$ cat src/rtl/eant_pkg.sv
`default_nettype none
// ----------------------------------------------------------------------------
// eant_pkg
// Shared types and codes for the expiring address name table.
// ----------------------------------------------------------------------------
package eant_pkg;

    localparam int unsigned LIFETIME_W = 31;
    localparam logic [LIFETIME_W-1:0] LIFETIME_RESET = 31'd3600;

    typedef enum logic [1:0] {
        OP_ADD    = 2'd0,
        OP_SEARCH = 2'd1,
        OP_CLEAN  = 2'd2,
        OP_NONE   = 2'd3
    } opcode_t;

    typedef enum logic [2:0] {
        ST_REFRESHED = 3'd0,
        ST_INSERTED  = 3'd1,
        ST_FULL      = 3'd2,
        ST_FOUND     = 3'd3,
        ST_NOT_FOUND = 3'd4,
        ST_CLEANED   = 3'd5,
        ST_SKIPPED   = 3'd6,
        ST_UNUSED    = 3'd7
    } status_t;

    typedef struct packed {
        logic [1:0]  opcode;
        logic [63:0] address_high;
        logic [63:0] address_low;
        logic [15:0] name_ref;
        logic [31:0] time_now;
    } request_t;

    typedef struct packed {
        logic [2:0]  status;
        logic [15:0] found_name_ref;
        logic [10:0] removed_count;
        logic [10:0] entry_count;
    } response_t;

    // controller -> datapath
    typedef struct packed {
        logic load;      // capture the request
        logic scan_rst;  // restart scan at slot 0
        logic scan_step; // evaluate the slot read last cycle, advance
        logic clean_ok;  // commit last clean time
        logic finish;    // build the response
    } dp_cmd_t;

    // datapath -> controller
    typedef struct packed {
        logic scan_done;
        logic init_done;
        logic clean_run;
    } dp_stat_t;

endpackage
`default_nettype wire

$ cat src/rtl/eant_ctrl.sv
`default_nettype none
// ----------------------------------------------------------------------------
// eant_ctrl
// Sequencer: accept a request, sweep the table, hand off the response.
// ----------------------------------------------------------------------------
module eant_ctrl (
    input  wire                 clk,
    input  wire                 rst_n,
    input  wire                 in_valid,
    output logic                in_ready,
    output logic                out_valid,
    input  wire                 out_ready,
    output eant_pkg::dp_cmd_t   cmd,
    input  eant_pkg::dp_stat_t  stat
);
    import eant_pkg::*;

    typedef enum logic [1:0] {S_IDLE, S_INIT, S_SCAN, S_DONE} state_t;
    state_t state_reg;
    logic   out_valid_reg;

    // a finished response may still wait while the next request is taken
    assign in_ready  = state_reg == S_IDLE && stat.init_done;
    assign out_valid = out_valid_reg;

    always_comb
    begin
        cmd = '0;
        cmd.load      = state_reg == S_IDLE && stat.init_done && in_valid;
        cmd.scan_rst  = state_reg == S_INIT;
        cmd.scan_step = state_reg == S_SCAN;
        cmd.finish    = state_reg == S_DONE && (!out_valid_reg || out_ready);
        cmd.clean_ok  = cmd.finish && stat.clean_run;
    end

    always_ff @(posedge clk or negedge rst_n)
    begin
        if (!rst_n)
        begin
            state_reg     <= S_IDLE;
            out_valid_reg <= 1'b0;
        end
        else
        begin
            if (cmd.finish)
                out_valid_reg <= 1'b1;
            else if (out_ready)
                out_valid_reg <= 1'b0;
            case (state_reg)
                S_IDLE: if (cmd.load) state_reg <= S_INIT;
                S_INIT: state_reg <= S_SCAN;
                S_SCAN: if (stat.scan_done) state_reg <= S_DONE;
                S_DONE:
                begin
                    if (cmd.finish)
                        state_reg <= S_IDLE;
                end
                default: state_reg <= S_IDLE;
            endcase
        end
    end

endmodule
`default_nettype wire

$ cat config.mk
export PLATFORM = sky130hd
export DESIGN_NAME = eant_ctrl
export DESIGN_NICKNAME = d
export VERILOG_FILES = /design/src/rtl/eant_pkg.sv /design/src/rtl/eant_ctrl.sv
export SDC_FILE = /design/constraint.sdc
export NUM_CORES = 1
export LEC_CHECK = 0
export BUFFER_PORTS_ARGS = -buffer_cell sky130_fd_sc_hd__buf_2
export CAP_MARGIN = 20
export CELL_PAD_IN_SITES_DETAIL_PLACEMENT = 1
export CELL_PAD_IN_SITES_GLOBAL_PLACEMENT = 2
export CORE_AREA = 2 2 39 41
export CTS_BUF_LIST = sky130_fd_sc_hd__clkbuf_8
export DETAILED_ROUTE_END_ITERATION = 6
export DIE_AREA = 0 0 41 43
export PLACE_DENSITY_LB_ADDON = 0.12
export SYNTH_ARGS = -nofsm -noshare
export SYNTH_HDL_FRONTEND = slang
export SYNTH_SLANG_ARGS = --single-unit
$ cat constraint.sdc
create_clock -name clk -period 4.2 [get_ports clk]
set_input_delay 1.05 -clock clk [delete_from_list [all_inputs] [get_ports clk]]
set_output_delay 1.05 -clock clk [all_outputs]
set_load 0.02 [all_outputs]
# After elaboration in Yosys (flattened, before gate mapping)
# Index checks and enable logic that the tools add are counted.
# totals
regBits,3
input_bits,7
output_inout_bits,7
wordCells,23
# classes
eq_ne,6
muxes,6
reduce_logical,9
# ops
cell,n
$pmux W2 S4,1
$mux W2,3
$eq A2 B2 Y1 const B,2
$logic_and A1 B1 Y1,4
$ne A2 B2 Y1 const B,2
$reduce_and A3 Y1,1
$eq A2 B1 Y1 const B,1
$logic_not A2 Y1,1
$mux W1,2
$ne A2 B1 Y1 const B,1
$reduce_bool A2 Y1,1
$logic_not A1 Y1,1
$logic_or A1 B1 Y1,1

# Logic depth before layout (Yosys ltp)
# logic_depth
ltp_word,5
ltp_mapped,5
mapped_depth_nobuf,5

# Worst setup path before layout
# OpenSTA, ideal clock, no wires.
# synth_path
kind,input port to output port
start,input out_ready
end,output cmd[1] (netlist name)
t_arrival_ps,1441
required_ps,3150
setup_slack_ps,1709
path_stages,2
n_path_buf,0
cell_sequence,nand2b_1 and3_1
# synth_rtl
item,line,text
start: declaration,eant_ctrl.sv:12,"input wire out_ready,"
end: declaration,eant_ctrl.sv:13,"output eant_pkg::dp_cmd_t cmd,"

==> impl_results.html <==
<table>
<tr><th>Metric</th><th>Value</th></tr>
<tr><th colspan="2">Finish</th></tr>
<tr><td>Final cell utilization of the core</td><td>27.8%</td></tr>
<tr><td>ANT cells</td><td>0</td></tr>
<tr><td>Flip-flop count of the largest register after layout</td><td>2</td></tr>
<tr><td>Area used by multi-input combinational logic</td><td>169 sq um</td></tr>
<tr><td>Total non-filler cell area in the finished layout</td><td>385 sq um</td></tr>
<tr><td>Final layout net count</td><td>54</td></tr>
<tr><td>Area taken by flip-flops and latches</td><td>75.1 sq um</td></tr>
<tr><td>Number of inserted filler cells in the final layout</td><td>168</td></tr>
<tr><td>Layout Area Growth over Synthesis</td><td>51.0%</td></tr>
<tr><td>Layout Cells excl Fill</td><td>57</td></tr>
<tr><td>Layout cells sized above 1</td><td>46.3%</td></tr>
<tr><th colspan="2">Synthesis</th></tr>
<tr><td>Adder and majority cell fraction of the synthesized area</td><td>24.5%</td></tr>
<tr><td>Post-synthesis instance area</td><td>255 sq um</td></tr>
<tr><td>Seq/Total Area, Yosys</td><td>29.4%</td></tr>
<tr><td>Cell with the most instances after synthesis</td><td>sky130_fd_sc_hd__ha_1</td></tr>
<tr><td>Multiplexer fraction of the synthesized cell area</td><td>4.41%</td></tr>
<tr><td>Compound-cell area share of the yosys netlist</td><td>15.7%</td></tr>
<tr><td>Distinct cells, synth</td><td>14</td></tr>
<tr><td>Synth top area cells</td><td>sky130_fd_sc_hd__dfrtp_1, sky130_fd_sc_hd__ha_1, sky130_fd_sc_hd__a221oi_2</td></tr>
<tr><td>Synthesized flop and latch total</td><td>3</td></tr>
<tr><td>Fraction of synthesis flops using an asynchronous set or reset pin</td><td>100%</td></tr>
<tr><td>Cell type with the highest aggregate area in the netlist</td><td>sky130_fd_sc_hd__dfrtp_1</td></tr>
<tr><td>Commonest cells in the netlist</td><td>sky130_fd_sc_hd__ha_1, sky130_fd_sc_hd__dfrtp_1</td></tr>
<tr><td>Count of synthesis-stage warnings from yosys</td><td>0</td></tr>
<tr><td>Primary FF master, synth</td><td>sky130_fd_sc_hd__dfrtp_1</td></tr>
<tr><td>Post-Synth Simple-Gate Area</td><td>21.6%</td></tr>
<tr><td>Combinational family with the most area after synthesis</td><td>adder cells</td></tr>
<tr><td>Area fraction of the dominant cell type after synthesis</td><td>29.4%</td></tr>
<tr><td>Number of instances in the synthesized netlist</td><td>24</td></tr>
<tr><td>Count of flip-flops with a built-in enable after synthesis</td><td>0</td></tr>
<tr><td>Syn Nets</td><td>36</td></tr>
<tr><td>XOR/XNOR Fraction of Synth Area</td><td>0%</td></tr>
<tr><td>Avg Cell Area, Syn</td><td>10.6 sq um</td></tr>
<tr><th colspan="2">Drt</th></tr>
<tr><td>Detailed-routing wirelength on met1</td><td>229 um</td></tr>
<tr><td>Sum of routed wire length over all layers</td><td>551 um</td></tr>
<tr><td>Routed wire length per instance</td><td>9.67 um</td></tr>
<tr><td>DRC violations left</td><td>0</td></tr>
<tr><td>Number of iterations in the first detailed-routing pass</td><td>2</td></tr>
<tr><td>Final ANT Viol Nets</td><td>0</td></tr>
<tr><td>Top Layer Used</td><td>met3</td></tr>
<tr><td>Met2 layer wire length in the routed design</td><td>271 um</td></tr>
<tr><td>Drt first-iter violations</td><td>1</td></tr>
<tr><td>Overall via count from detail_route</td><td>222</td></tr>
<tr><td>Mean number of vias per cell</td><td>3.89</td></tr>
<tr><td>WL met3</td><td>49 um</td></tr>
<tr><th colspan="2">Clocking</th></tr>
<tr><td>TritonCTS clock tree</td><td>yes</td></tr>
<tr><td>Post-CTS repair timing setup buffer count</td><td>0</td></tr>
<tr><td>Clk Tree Root Cell</td><td>sky130_fd_sc_hd__clkbuf_8</td></tr>
<tr><td>Clock buffers created by TritonCTS</td><td>3</td></tr>
<tr><td>Clock latency reported for the late side of the worst-skew pair</td><td>0.21 ns</td></tr>
<tr><td>Maximum level of the CTS H-tree</td><td>1</td></tr>
<tr><td>Worst-path clk slew</td><td>0.03 ns</td></tr>
<tr><td>Total clock sinks</td><td>3</td></tr>
<tr><td>Resized cells post-CTS</td><td>0</td></tr>
<tr><td>Quantity of hold-fixing buffers added after cts</td><td>0</td></tr>
<tr><td>Maximum root-to-sink buffer count</td><td>2</td></tr>
<tr><th colspan="2">Critical path</th></tr>
<tr><td>Largest driver fanout on the critical path</td><td>3</td></tr>
<tr><td>Kind of critical path</td><td>in -&gt; out</td></tr>
<tr><td>Crit path required time</td><td>3.15 ns</td></tr>
<tr><td>Category of the worst setup path launch point</td><td>input pin</td></tr>
<tr><td>Arrival time worst endpoint</td><td>1.67 ns</td></tr>
<tr><td>Worst R2R Path Depth</td><td>5</td></tr>
<tr><td>Type of element capturing the critical path</td><td>output pin</td></tr>
<tr><th colspan="2">GRT</th></tr>
<tr><td>Largest net degree at the start of global routing</td><td>6</td></tr>
<tr><td>Number of global-route vias before repair</td><td>237</td></tr>
<tr><td>Global-route usage over all layers</td><td>7.44%</td></tr>
<tr><td>Grt ovf</td><td>0</td></tr>
<tr><td>First-pass GRT wire length</td><td>883 um</td></tr>
<tr><td>Antenna violations before repair</td><td>0</td></tr>
<tr><th colspan="2">STA</th></tr>
<tr><td>Setup clock skew after layout</td><td>0.000529 ns</td></tr>
<tr><td>Total of endpoints with negative setup slack in the final report</td><td>0</td></tr>
<tr><td>Least-Margin Pin Slew</td><td>0.248 ns</td></tr>
<tr><td>Worst slew margin</td><td>83.4%</td></tr>
<tr><td>Setup repair after global routing missed its margin</td><td>no</td></tr>
<tr><td>Setup_tns</td><td>0 ns</td></tr>
<tr><td>Number of hold violations in the final report</td><td>0</td></tr>
<tr><td>Final number of max-transition violations</td><td>0</td></tr>
<tr><td>Maximum clock frequency</td><td>368 MHz</td></tr>
<tr><td>Final worst path period need</td><td>2.72 ns</td></tr>
<tr><td>Share of the cycle needed by the critical path after routing</td><td>64.7%</td></tr>
<tr><th colspan="2">Floorplan</th></tr>
<tr><td>Initial standard-cell utilization of the core</td><td>18.4%</td></tr>
<tr><td>Die height</td><td>43 um</td></tr>
<tr><td>Die footprint</td><td>1760 sq um</td></tr>
<tr><td>Number of top-level pins</td><td>14</td></tr>
<tr><td>Horizontal die dimension</td><td>41 um</td></tr>
<tr><td>Number of standard-cell rows in the floorplan</td><td>14</td></tr>
<tr><td>Floorplan core area</td><td>1380 sq um</td></tr>
<tr><th colspan="2">Power</th></tr>
<tr><td>Total power</td><td>0.308 mW</td></tr>
<tr><td>Worst vdd rail ir drop</td><td>0.220 mV</td></tr>
<tr><td>Leak Pwr</td><td>0.218 nW</td></tr>
<tr><td>Pwr per Cell Area</td><td>798 nW/um^2</td></tr>
<tr><th colspan="2">Placed design</th></tr>
<tr><td>Number of cells in the design after placement</td><td>53</td></tr>
<tr><td>Count of buffers from port buffering</td><td>13</td></tr>
<tr><td>Detail Placement HPWL</td><td>480 um</td></tr>
<tr><td>RD Place Congestion</td><td>0.654</td></tr>
<tr><td>Cell area after placement</td><td>340 sq um</td></tr>
<tr><th colspan="2">Worst hold path</th></tr>
<tr><td>Cell count of the worst hold path</td><td>1</td></tr>
<tr><td>Hold Crit Class</td><td>reg -&gt; reg</td></tr>
<tr><th colspan="2">Job</th></tr>
<tr><td>Max Cap Viol</td><td>0</td></tr>
<tr><th colspan="2">Status</th></tr>
<tr><td>Outcome</td><td>finished clean</td></tr>
</table>
[cells by family (layout without fill, tap and decap cells)]
logic type               count (synthesis)  count (layout)
AND/OR/NAND/NOR                          8               8
AO/OA/AOI/OAI                            4               4
adder cells (fa/ha/maj)                  5               5
flip-flops                               3               3
multiplexers                             1               1
buffers and inverters                    3              20
[worst paths after layout]
kind	from	end	slack, ns
worst max-delay path	out_ready	cmd[1]	1.48
worst max register to register	state_reg[0]$_DFFE_PN0P_	state_reg[1]$_DFFE_PN0P_	2.63
max in group asynchronous	rst_n	out_valid$_DFFE_PN0P_	3.47
worst min register to register	state_reg[1]$_DFFE_PN0P_	state_reg[1]$_DFFE_PN0P_	0.55
min in group asynchronous	rst_n	state_reg[0]$_DFFE_PN0P_	0.63
worst min-delay path	state_reg[1]$_DFFE_PN0P_	state_reg[1]$_DFFE_PN0P_	0.55
[critical path, stage by stage]
cell                       delay (ns)
sky130_fd_sc_hd__buf_2           0.12
sky130_fd_sc_hd__nand2b_1        0.16
sky130_fd_sc_hd__and3_1          0.18
sky130_fd_sc_hd__buf_2           0.15
[layout by cell type (no fill, tap or decap), drive strengths merged]
| cell | netlist | routed |
|---|---|---|
| a2bb2oi | 1 | 1 |
| and2 | 2 | 2 |
| ha | 5 | 5 |
| inv | 2 | 3 |
| clkinv | 1 | 1 |
| a21boi | 1 | 1 |
| and3 | 2 | 2 |
| a221oi | 1 | 1 |
| clkbuf | 0 | 3 |
| nor2b | 1 | 1 |
| nor2 | 1 | 1 |
| dfrtp | 3 | 3 |
| a21oi | 1 | 1 |
| buf | 0 | 13 |
| mux2 | 1 | 1 |
| nand2b | 2 | 2 |
[metrics by stage]
step	setup WS, ns	hold WS, ns
after floorplan	1.71	0.512
after global placement	1.50	0.552
after detailed placement	1.48	0.555
after CTS	1.48	0.562
after global routing	1.44	0.605
final	1.48	0.548
[per-layer routing]
metal  track usage [%]  vias to the layer above
li1                  -                      114
met3              2.09                        0
met1              8.09                      101
met4              6.00                        0
met2              11.3                        7
met5                 0                        -
[power breakdown]
part	total (mW)	internal (mW)	switching, mW
Sequential	0.0593	0.0453	0.0141
Clock	0.0793	0.0621	0.0173
Combinational	0.169	0.0747	0.0942
[cell type report]
class / count / share of cell area, %
multi-input combinational: 18 / 43.8
sequential: 3 / 19.5
timing repair buffer: 13 / 16.9
clock buffer: 3 / 10.7
tap: 16 / 5.19
inverter: 3 / 2.92
clock inverter: 1 / 0.974
Power figures use the tool's default switching activity.
